[config.mk]
export PLATFORM = sky130hd
export DESIGN_NAME = pan_tilt_command_parser_core
export DESIGN_NICKNAME = d
export VERILOG_FILES = /design/src/rtl/ptcp_pkg.sv /design/src/rtl/ptcp_cfg.sv /design/src/rtl/ptcp_parse.sv /design/src/rtl/ptcp_out.sv /design/src/rtl/pan_tilt_command_parser_core.sv
export SDC_FILE = /design/constraint.sdc
export NUM_CORES = 1
export LEC_CHECK = 0
export BUFFER_PORTS_ARGS = -buffer_cell sky130_fd_sc_hd__clkbuf_2
export CORE_UTILIZATION = 55
export DETAILED_ROUTE_END_ITERATION = 8
export GPL_TIMING_DRIVEN = 0
export PLACE_DENSITY_LB_ADDON = 0.25
export RECOVER_POWER = 100
export SKIP_CTS_REPAIR_TIMING = 1
export SYNTH_ARGS = -nofsm -noshare
export SYNTH_HDL_FRONTEND = slang
export SYNTH_SLANG_ARGS = --single-unit
[constraint.sdc]
create_clock -name clk -period 6.9 [get_ports clk]
set_clock_uncertainty 0.05 [all_clocks]
set_input_delay 2.07 -clock clk [delete_from_list [all_inputs] [get_ports clk]]
set_output_delay 2.07 -clock clk [all_outputs]
set_load 0.01 [all_outputs]
[src/rtl/ptcp_pkg.sv]
`timescale 1ns / 1ps

package ptcp_pkg;

  localparam int LINE_MAX    = 64;
  localparam int LINE_CNT_W  = $clog2(LINE_MAX);
  localparam int ANGLE_W     = 8;
  localparam int PULSE_W     = 12;
  localparam int CFG_DATA_W  = 32;
  localparam int CFG_ADDR_W  = 5;
  localparam int CFG_IDX_W   = 3;
  localparam int OUT_DATA_W  = 48;

  localparam logic [ANGLE_W-1:0] ANGLE_MAX = 8'd180;

  // register indexes
  localparam logic [CFG_IDX_W-1:0] REG_LEVEL_ONE   = 3'd0;
  localparam logic [CFG_IDX_W-1:0] REG_LEVEL_TWO   = 3'd1;
  localparam logic [CFG_IDX_W-1:0] REG_LEVEL_THREE = 3'd2;
  localparam logic [CFG_IDX_W-1:0] REG_PAN_HOME    = 3'd3;
  localparam logic [CFG_IDX_W-1:0] REG_TILT_HOME   = 3'd4;

  localparam logic [7:0] RST_LEVEL_ONE   = 8'd30;
  localparam logic [7:0] RST_LEVEL_TWO   = 8'd20;
  localparam logic [7:0] RST_LEVEL_THREE = 8'd10;
  localparam logic [7:0] RST_PAN_HOME    = 8'd0;
  localparam logic [7:0] RST_TILT_HOME   = 8'd90;
  localparam logic [7:0] RST_TILT_ANGLE  = 8'd90;

  // characters
  localparam logic [7:0] CH_NUL = 8'h00;
  localparam logic [7:0] CH_LF  = 8'h0A;
  localparam logic [7:0] CH_CR  = 8'h0D;
  localparam logic [7:0] CH_AT  = 8'h40;
  localparam logic [7:0] CH_R   = 8'h52;
  localparam logic [7:0] CH_1   = 8'h31;
  localparam logic [7:0] CH_2   = 8'h32;
  localparam logic [7:0] CH_3   = 8'h33;
  localparam logic [7:0] CH_Q   = 8'h51;
  localparam logic [7:0] CH_W   = 8'h57;
  localparam logic [7:0] CH_E   = 8'h45;
  localparam logic [7:0] CH_A   = 8'h41;
  localparam logic [7:0] CH_D   = 8'h44;
  localparam logic [7:0] CH_Z   = 8'h5A;
  localparam logic [7:0] CH_X   = 8'h58;
  localparam logic [7:0] CH_C   = 8'h43;

  typedef enum logic [2:0] {
    ST_ABSORB   = 3'd0,
    ST_APPLY    = 3'd1,
    ST_HOME     = 3'd2,
    ST_ERROR    = 3'd3,
    ST_OVERFLOW = 3'd4
  } status_t;

  typedef struct packed {
    logic [7:0] level_one;
    logic [7:0] level_two;
    logic [7:0] level_three;
    logic [7:0] pan_home;
    logic [7:0] tilt_home;
  } cfg_t;

  // parser result stage handed to the output register
  typedef struct packed {
    logic               valid;
    logic [ANGLE_W-1:0] pan;
    logic [ANGLE_W-1:0] tilt;
    status_t            status;
  } stage_t;

  // 500 + angle*2000/180 rounded down; angle*100/9 taken as angle*100*ceil(2^16/9) >> 16,
  // exact for every 8-bit angle
  function automatic logic [PULSE_W-1:0] pulse_of(input logic [ANGLE_W-1:0] a);
    logic [27:0] prod;
    prod = 28'(a) * 28'd728200;
    return PULSE_W'(500) + prod[27:16];
  endfunction

endpackage

[src/rtl/ptcp_cfg.sv]
`timescale 1ns / 1ps

module ptcp_cfg
  import ptcp_pkg::*;
(
  input  logic                  clk,
  input  logic                  rst_n,
  input  logic                  psel,
  input  logic                  penable,
  input  logic                  pwrite,
  input  logic [CFG_ADDR_W-1:0] paddr,
  input  logic [CFG_DATA_W-1:0] pwdata,
  output logic [CFG_DATA_W-1:0] prdata,
  output cfg_t                  cfg
);

  cfg_t                 cfg_r;
  cfg_t                 cfg_nxt;
  logic [CFG_IDX_W-1:0] idx;
  logic                 wr_en;

  assign idx   = paddr[CFG_ADDR_W-1:2];
  assign wr_en = psel && penable && pwrite;

  always_comb begin
    cfg_nxt = cfg_r;
    if (wr_en) begin
      case (idx)
        REG_LEVEL_ONE:   cfg_nxt.level_one   = pwdata[7:0];
        REG_LEVEL_TWO:   cfg_nxt.level_two   = pwdata[7:0];
        REG_LEVEL_THREE: cfg_nxt.level_three = pwdata[7:0];
        REG_PAN_HOME:    cfg_nxt.pan_home    = pwdata[7:0];
        REG_TILT_HOME:   cfg_nxt.tilt_home   = pwdata[7:0];
        default:         cfg_nxt = cfg_r;
      endcase
    end
  end

  always_ff @(posedge clk) begin
    if (!rst_n) begin
      cfg_r.level_one   <= RST_LEVEL_ONE;
      cfg_r.level_two   <= RST_LEVEL_TWO;
      cfg_r.level_three <= RST_LEVEL_THREE;
      cfg_r.pan_home    <= RST_PAN_HOME;
      cfg_r.tilt_home   <= RST_TILT_HOME;
    end else begin
      cfg_r <= cfg_nxt;
    end
  end

  always_comb begin
    case (idx)
      REG_LEVEL_ONE:   prdata = CFG_DATA_W'(cfg_r.level_one);
      REG_LEVEL_TWO:   prdata = CFG_DATA_W'(cfg_r.level_two);
      REG_LEVEL_THREE: prdata = CFG_DATA_W'(cfg_r.level_three);
      REG_PAN_HOME:    prdata = CFG_DATA_W'(cfg_r.pan_home);
      REG_TILT_HOME:   prdata = CFG_DATA_W'(cfg_r.tilt_home);
      default:         prdata = '0;
    endcase
  end

  assign cfg = cfg_r;

endmodule

[src/rtl/ptcp_parse.sv]
`timescale 1ns / 1ps

module ptcp_parse
  import ptcp_pkg::*;
(
  input  logic       clk,
  input  logic       rst_n,
  input  logic       take,
  input  logic       advance,
  input  logic [7:0] rx_byte,
  input  cfg_t       cfg,
  output stage_t     stage
);

  typedef enum logic [2:0] {
    PH_BEFORE,
    PH_FIRST,
    PH_BETWEEN,
    PH_SECOND,
    PH_DONE,
    PH_DEAD
  } phase_t;

  logic [LINE_CNT_W-1:0] line_cnt_r, line_cnt_nxt;
  phase_t                phase_r, phase_nxt;
  logic [7:0]            first_char_r, first_char_nxt;
  logic [7:0]            area_char_r, area_char_nxt;
  logic [7:0]            level_char_r, level_char_nxt;
  logic [1:0]            level_len_r, level_len_nxt;
  logic                  text_long_r, text_long_nxt;
  logic [ANGLE_W-1:0]    pan_r, pan_nxt;
  logic [ANGLE_W-1:0]    tilt_r, tilt_nxt;
  status_t               status_r, status_nxt;
  logic                  valid_r, valid_nxt;

  logic [7:0]            step;
  logic [ANGLE_W:0]      pan_sum, tilt_sum;
  logic [ANGLE_W-1:0]    pan_up, pan_dn, tilt_up, tilt_dn;
  logic                  level_ok;

  always_comb begin
    case (level_char_r)
      CH_1:    step = cfg.level_one;
      CH_2:    step = cfg.level_two;
      default: step = cfg.level_three;
    endcase
  end

  // saturating moves
  assign pan_sum  = {1'b0, pan_r} + {1'b0, step};
  assign tilt_sum = {1'b0, tilt_r} + {1'b0, step};
  assign pan_up   = (pan_sum > {1'b0, ANGLE_MAX}) ? ANGLE_MAX : pan_sum[ANGLE_W-1:0];
  assign tilt_up  = (tilt_sum > {1'b0, ANGLE_MAX}) ? ANGLE_MAX : tilt_sum[ANGLE_W-1:0];
  assign pan_dn   = (pan_r >= step) ? pan_r - step : '0;
  assign tilt_dn  = (tilt_r >= step) ? tilt_r - step : '0;

  assign level_ok = (phase_r == PH_SECOND || phase_r == PH_DONE) && level_len_r == 2'd1 &&
                    level_char_r >= CH_1 && level_char_r <= CH_3;

  always_comb begin
    line_cnt_nxt   = line_cnt_r;
    phase_nxt      = phase_r;
    first_char_nxt = first_char_r;
    area_char_nxt  = area_char_r;
    level_char_nxt = level_char_r;
    level_len_nxt  = level_len_r;
    text_long_nxt  = text_long_r;
    pan_nxt        = pan_r;
    tilt_nxt       = tilt_r;
    status_nxt     = ST_ABSORB;

    if (rx_byte == CH_CR) begin
      status_nxt = ST_ABSORB;
    end else if (rx_byte == CH_LF) begin
      if (line_cnt_r != '0) begin
        if (first_char_r == CH_R && !text_long_r) begin
          pan_nxt    = (cfg.pan_home > ANGLE_MAX) ? ANGLE_MAX : cfg.pan_home;
          tilt_nxt   = (cfg.tilt_home > ANGLE_MAX) ? ANGLE_MAX : cfg.tilt_home;
          status_nxt = ST_HOME;
        end else if (level_ok) begin
          status_nxt = ST_APPLY;
          case (area_char_r)
            CH_Q: begin
              pan_nxt  = pan_up;
              tilt_nxt = tilt_dn;
            end
            CH_W: pan_nxt = pan_up;
            CH_E: begin
              pan_nxt  = pan_up;
              tilt_nxt = tilt_up;
            end
            CH_A: tilt_nxt = tilt_dn;
            CH_D: tilt_nxt = tilt_up;
            CH_Z: begin
              pan_nxt  = pan_dn;
              tilt_nxt = tilt_dn;
            end
            CH_X: pan_nxt = pan_dn;
            CH_C: begin
              pan_nxt  = pan_dn;
              tilt_nxt = tilt_up;
            end
            default: pan_nxt = pan_r;
          endcase
        end else begin
          status_nxt = ST_ERROR;
        end
        line_cnt_nxt   = '0;
        phase_nxt      = PH_BEFORE;
        first_char_nxt = '0;
        area_char_nxt  = '0;
        level_char_nxt = '0;
        level_len_nxt  = '0;
        text_long_nxt  = 1'b0;
      end
    end else if (line_cnt_r >= LINE_CNT_W'(LINE_MAX - 1)) begin
      // line too long: drop it and start over
      status_nxt     = ST_OVERFLOW;
      line_cnt_nxt   = '0;
      phase_nxt      = PH_BEFORE;
      first_char_nxt = '0;
      area_char_nxt  = '0;
      level_char_nxt = '0;
      level_len_nxt  = '0;
      text_long_nxt  = 1'b0;
    end else begin
      if (line_cnt_r == '0) begin
        first_char_nxt = rx_byte;
      end else if (line_cnt_r == LINE_CNT_W'(1) && rx_byte != CH_NUL &&
                   first_char_r != CH_NUL) begin
        text_long_nxt = 1'b1;
      end
      line_cnt_nxt = line_cnt_r + LINE_CNT_W'(1);

      if (rx_byte == CH_NUL) begin
        // a nul ends the line text
        if (phase_r == PH_SECOND) begin
          phase_nxt = PH_DONE;
        end else if (phase_r != PH_DONE) begin
          phase_nxt = PH_DEAD;
        end
      end else begin
        case (phase_r)
          PH_BEFORE: begin
            if (rx_byte != CH_AT) begin
              area_char_nxt = rx_byte;
              phase_nxt     = PH_FIRST;
            end
          end
          PH_FIRST: begin
            if (rx_byte == CH_AT) begin
              phase_nxt = PH_BETWEEN;
            end
          end
          PH_BETWEEN: begin
            if (rx_byte != CH_AT) begin
              level_char_nxt = rx_byte;
              level_len_nxt  = 2'd1;
              phase_nxt      = PH_SECOND;
            end
          end
          PH_SECOND: begin
            if (rx_byte == CH_AT) begin
              phase_nxt = PH_DONE;
            end else if (level_len_r != 2'd3) begin
              level_len_nxt = level_len_r + 2'd1;
            end
          end
          default: phase_nxt = phase_r;
        endcase
      end
    end
  end

  always_comb begin
    if (take) begin
      valid_nxt = 1'b1;
    end else if (advance) begin
      valid_nxt = 1'b0;
    end else begin
      valid_nxt = valid_r;
    end
  end

  always_ff @(posedge clk) begin
    if (!rst_n) begin
      line_cnt_r   <= '0;
      phase_r      <= PH_BEFORE;
      first_char_r <= '0;
      area_char_r  <= '0;
      level_char_r <= '0;
      level_len_r  <= '0;
      text_long_r  <= 1'b0;
      pan_r        <= '0;
      tilt_r       <= RST_TILT_ANGLE;
      status_r     <= ST_ABSORB;
      valid_r      <= 1'b0;
    end else begin
      valid_r <= valid_nxt;
      if (take) begin
        line_cnt_r   <= line_cnt_nxt;
        phase_r      <= phase_nxt;
        first_char_r <= first_char_nxt;
        area_char_r  <= area_char_nxt;
        level_char_r <= level_char_nxt;
        level_len_r  <= level_len_nxt;
        text_long_r  <= text_long_nxt;
        pan_r        <= pan_nxt;
        tilt_r       <= tilt_nxt;
        status_r     <= status_nxt;
      end
    end
  end

  assign stage.valid  = valid_r;
  assign stage.pan    = pan_r;
  assign stage.tilt   = tilt_r;
  assign stage.status = status_r;

endmodule

[src/rtl/ptcp_out.sv]
`timescale 1ns / 1ps

module ptcp_out
  import ptcp_pkg::*;
(
  input  logic                  clk,
  input  logic                  rst_n,
  input  stage_t                stage,
  input  logic                  out_ready,
  output logic                  advance,
  output logic                  out_valid,
  output logic [OUT_DATA_W-1:0] out_data
);

  logic               valid_r;
  logic [PULSE_W-1:0] pan_pulse_r, tilt_pulse_r;
  logic [ANGLE_W-1:0] pan_angle_r, tilt_angle_r;
  status_t            status_r;

  // output register is free or being emptied this cycle
  assign advance = !valid_r || out_ready;

  always_ff @(posedge clk) begin
    if (!rst_n) begin
      valid_r <= 1'b0;
    end else if (advance) begin
      valid_r <= stage.valid;
    end
  end

  always_ff @(posedge clk) begin
    if (advance && stage.valid) begin
      pan_pulse_r  <= pulse_of(stage.pan);
      tilt_pulse_r <= pulse_of(stage.tilt);
      pan_angle_r  <= stage.pan;
      tilt_angle_r <= stage.tilt;
      status_r     <= stage.status;
    end
  end

  assign out_valid = valid_r;
  assign out_data  = {5'b0, status_r, tilt_angle_r, pan_angle_r, tilt_pulse_r, pan_pulse_r};

endmodule

[src/rtl/pan_tilt_command_parser_core.sv]
`timescale 1ns / 1ps

// Pan/tilt command parser: one received character per input word, one result word per
// input word. Throughput is one word per clock while out_tready stays high; a word's
// result passes through the parser register, which also holds the line state and the
// servo angles, and then the output register, where the pulse widths are computed.
// in_tready drops only when both registers hold words that have not yet been taken.
// Configuration is read and written through the cfg_ port at byte addresses 0, 4, 8,
// 12 and 16 (three step sizes, pan home, tilt home).

module pan_tilt_command_parser_core
  import ptcp_pkg::*;
(
  input  logic                  clk,
  input  logic                  rst_n,
  input  logic                  in_tvalid,
  output logic                  in_tready,
  input  logic [7:0]            in_tdata,   // [7:0] rx_byte
  output logic                  out_tvalid,
  input  logic                  out_tready,
  // [11:0] pan_pulse, [23:12] tilt_pulse, [31:24] pan_angle, [39:32] tilt_angle,
  // [42:40] line_status, [47:43] zero
  output logic [OUT_DATA_W-1:0] out_tdata,
  input  logic                  cfg_psel,
  input  logic                  cfg_penable,
  input  logic                  cfg_pwrite,
  input  logic [CFG_ADDR_W-1:0] cfg_paddr,
  input  logic [CFG_DATA_W-1:0] cfg_pwdata,
  output logic [CFG_DATA_W-1:0] cfg_prdata,
  output logic                  cfg_pready
);

  cfg_t   cfg;
  stage_t stage;
  logic   advance;
  logic   take;

  assign cfg_pready = 1'b1;
  assign in_tready  = !stage.valid || advance;
  assign take       = in_tvalid && in_tready;

  ptcp_cfg u_cfg (
    .clk     (clk),
    .rst_n   (rst_n),
    .psel    (cfg_psel),
    .penable (cfg_penable),
    .pwrite  (cfg_pwrite),
    .paddr   (cfg_paddr),
    .pwdata  (cfg_pwdata),
    .prdata  (cfg_prdata),
    .cfg     (cfg)
  );

  ptcp_parse u_parse (
    .clk     (clk),
    .rst_n   (rst_n),
    .take    (take),
    .advance (advance),
    .rx_byte (in_tdata),
    .cfg     (cfg),
    .stage   (stage)
  );

  ptcp_out u_out (
    .clk       (clk),
    .rst_n     (rst_n),
    .stage     (stage),
    .out_ready (out_tready),
    .advance   (advance),
    .out_valid (out_tvalid),
    .out_data  (out_tdata)
  );

endmodule

==> flow_metrics.tcl <==
set metrics [dict create \
    status "complete, but fails checks" \
    violations "max-capacitance violations, max-slew violations" \
    hold_viol 0 \
    slew_headroom_pct -21.8 \
    irDropWorstVdd_mv 0.167 \
    cts_buffer_depth 2 \
    die_x_um 150 \
    arrival_ns 6.04 \
    chipHeight_um 150 \
    path_max_fanout 9 \
    cp-end-kind "flop" \
    cts_tree "built" \
    min_period_ns 5.83 \
    cts_buffers 17 \
    syn_inst 1318 \
    grt_pass1_vias 9404 \
    synth_seq_cells 140 \
    startpoint_type "flop" \
    ys.flop_type "dfxtp_1" \
    drc 0 \
    grtUsageTotal_pct 26.1 \
    ys_warn_count 0 \
    nets 1691 \
    vias 9921 \
    hpwl_um 21500 \
    first_pass_iters 4 \
    cts_sinks 140 \
    dieArea_um2 22400 \
    drive_above_1_share_pct 7.91 \
    wire_per_inst_um 16.3 \
    final_common_cell "ha_1" \
    cp.required_ns 7.11 \
    ios 135 \
    setup_viol 0 \
    hold_path_class "flop to flop" \
    drtIter0Drc 641 \
    setup_slack_ns 1.07 \
    syn_area_um2 12000 \
    place_ws_ns 1.16 \
    fmax_mhz 172 \
    ant_nets 0 \
    setup_tns_ns 0 \
    p_leak_nw 5.98 \
    clkTransAtPathRegs_ns 0.07 \
    initial_core_util_pct 56.6 \
    grt_pass1_wl_um 46100 \
    core_um2 21200 \
    synth_edf_count 43 \
    drv_cap 1 \
    htreeDepth 4 \
    drv_slew 36 \
    gp_congestion 0.917 \
    synthArstFlopShare_pct 0 \
    grt-ovfl-total 0 \
    grt_antenna_before_repair 0 \
    post-route-util_pct 62.7 \
    portBuffers 76 \
    root_buffer "clkbuf_16" \
    crit_type "flop to flop" \
    n_antenna_cell 0 \
    final_cell_mix "ha_1, inv_1, dfxtp_1" \
    worst_pin_slew_ns 1.83 \
    syn_area_per_cell_um2 9.12 \
    power_density_nw_per_um2 147 \
    rows 53 \
    grt_max_degree 36 \
    synth_seq_area_share_pct 26.9 \
    ys_types 81 \
    via_per_inst 5.74 \
    rsz0062_at_grt "false" \
    area_growth_pct 10.8 \
    period_share_pct 84.5 \
    wl_um 28200 \
    clock_latency_ns 0.43 \
]
flip-flops by register name (all words and copies together), names as in the netlist:
register / cells
u_parse.pan_r: 8
u_out.out_valid: 1
u_cfg.cfg: 40
u_out.status_r: 3
u_parse.tilt_r: 8
u_parse.valid_r: 1
u_out.pan_pulse_r: 12
u_parse.text_long_r: 1
u_parse.level_char_r: 8
u_out.tilt_angle_r: 8
u_parse.area_char_r: 8
u_parse.phase_r: 3
u_parse.level_len_r: 2
u_parse.first_char_r: 8
u_out.pan_angle_r: 8
u_parse.status_r: 3
u_parse.line_cnt_r: 6
u_out.tilt_pulse_r: 12
power breakdown:
part | switching [mW] | total, mW | internal, mW
Sequential | 0.0125 | 0.879 | 0.867
Combinational | 0.100 | 0.168 | 0.0680
Clock | 0.401 | 0.904 | 0.503
worst max-delay path, stage by stage (launching register included):
cell	delay [ns]
dfxtp_1	0.31
nor4b_1	0.32
nand3b_1	0.20
nor3b_1	1.04
nor2_1	0.37
and2_0	0.27
a221o_1	0.46
fa_1	0.55
a21o_1	0.19
a21oi_1	0.50
o21ai_0	0.20
o41ai_1	0.38
a21boi_0	0.23
o21ai_0	0.19
o221ai_1	0.22
o211ai_1	0.15
stage by stage:
step / power [mW] / hold WS [ns] / std cells / instance area [um^2]
floorplan: 1.02 / 0.358 / 1346 / 12100
global placement: 1.06 / 0.369 / 1697 / 12800
detailed placement: 1.07 / 0.372 / 1698 / 12900
CTS: 1.97 / 0.392 / 1729 / 13400
global route: 2.02 / 0.403 / 1729 / 13300
finish: 1.95 / 0.389 / 1729 / 13300
cells by family (layout without fill, tap and decap cells):
kind of cell,count (synthesis),count (layout),share of synthesized area [%]
buffers and inverters,210,318,7.57
AND/OR/NAND/NOR,364,364,16.0
adder cells (fa/ha/maj),197,197,23.4
XOR/XNOR,58,58,4.34
AO/OA/AOI/OAI,285,285,16.4
flip-flops,140,140,26.9
other,2,30,0.0625
multiplexers,62,62,5.25
metal layers:
| layer | part of all wire (%) | GRT usage [%] | vias to the layer above | wire, um |
|---|---|---|---|---|
| met3 | 5.7 | 4.02 | 50 | 1620 |
| li1 | - | - | 4840 | - |
| met4 | 2.4 | 8.38 | 0 | 680 |
| met2 | 47 | 43.1 | 306 | 13200 |
| met1 | 45 | 34.9 | 4725 | 12700 |
| met5 | 0 | 0 | - | 0 |
path summary, 6_finish.rpt:
path                      startpoint           endpoint  slack (ns)  depth (start not counted)
max          u_parse.level_char_r[7]  u_parse.tilt_r[4]        1.07                         15
min              u_parse.status_r[0]  u_out.status_r[0]        0.39                          0
max reg2reg  u_parse.level_char_r[7]  u_parse.tilt_r[4]        1.07                         15
min reg2reg      u_parse.status_r[0]  u_out.status_r[0]        0.39                          0
layout make-up:
cell class,count,area (um^2)
clock inverters,14,136
multi-input cells,996,7950
plain buffers,74,399
well taps,275,344
fillers,1904,7910
clock buffers,17,425
repair buffers,77,317
flip-flops and latches,140,3230
inverters,136,510
synth_stat cells, types with 4 or more instances:
| cell type | n | area (um^2) |
|---|---|---|
| ha_1 | 151 | 1890 |
| inv_1 | 136 | 510 |
| dfxtp_1 | 97 | 1940 |
| nand2_1 | 83 | 312 |
| nor2b_1 | 68 | 425 |
| nor2_1 | 63 | 236 |
| a21oi_1 | 57 | 285 |
| mux2i_1 | 54 | 541 |
| fa_1 | 46 | 921 |
| o21ai_0 | 45 | 225 |
| edfxtp_1 | 43 | 1290 |
| clkbuf_1 | 39 | 146 |
| nand3_1 | 37 | 185 |
| xnor2_1 | 35 | 307 |
| buf_4 | 30 | 225 |
| a22oi_1 | 28 | 210 |
| and2_1 | 22 | 138 |
| xor2_1 | 22 | 193 |
| a21o_1 | 16 | 120 |
| o22ai_1 | 16 | 100 |
| nor3_1 | 15 | 75.1 |
| o211ai_1 | 15 | 113 |
| a21boi_0 | 13 | 97.6 |
| a221o_1 | 12 | 120 |
| o21bai_1 | 12 | 90.1 |
| a31oi_1 | 10 | 62.6 |
| nand2b_1 | 10 | 62.6 |
| nand4_1 | 9 | 56.3 |
| and3_1 | 8 | 50.1 |
| mux2_2 | 8 | 90.1 |
| or2_2 | 8 | 50.1 |
| a211oi_1 | 6 | 45.0 |
| nand3b_1 | 6 | 45.0 |
| a211o_1 | 5 | 43.8 |
| nor4_1 | 5 | 31.3 |
| o21a_1 | 5 | 37.5 |
| o221ai_1 | 5 | 43.8 |
| o31ai_1 | 5 | 37.5 |
| nand4b_1 | 4 | 35.0 |
| nor3b_1 | 4 | 30.0 |
| or4_1 | 4 | 30.0 |
Power figures use the tool's default switching activity.
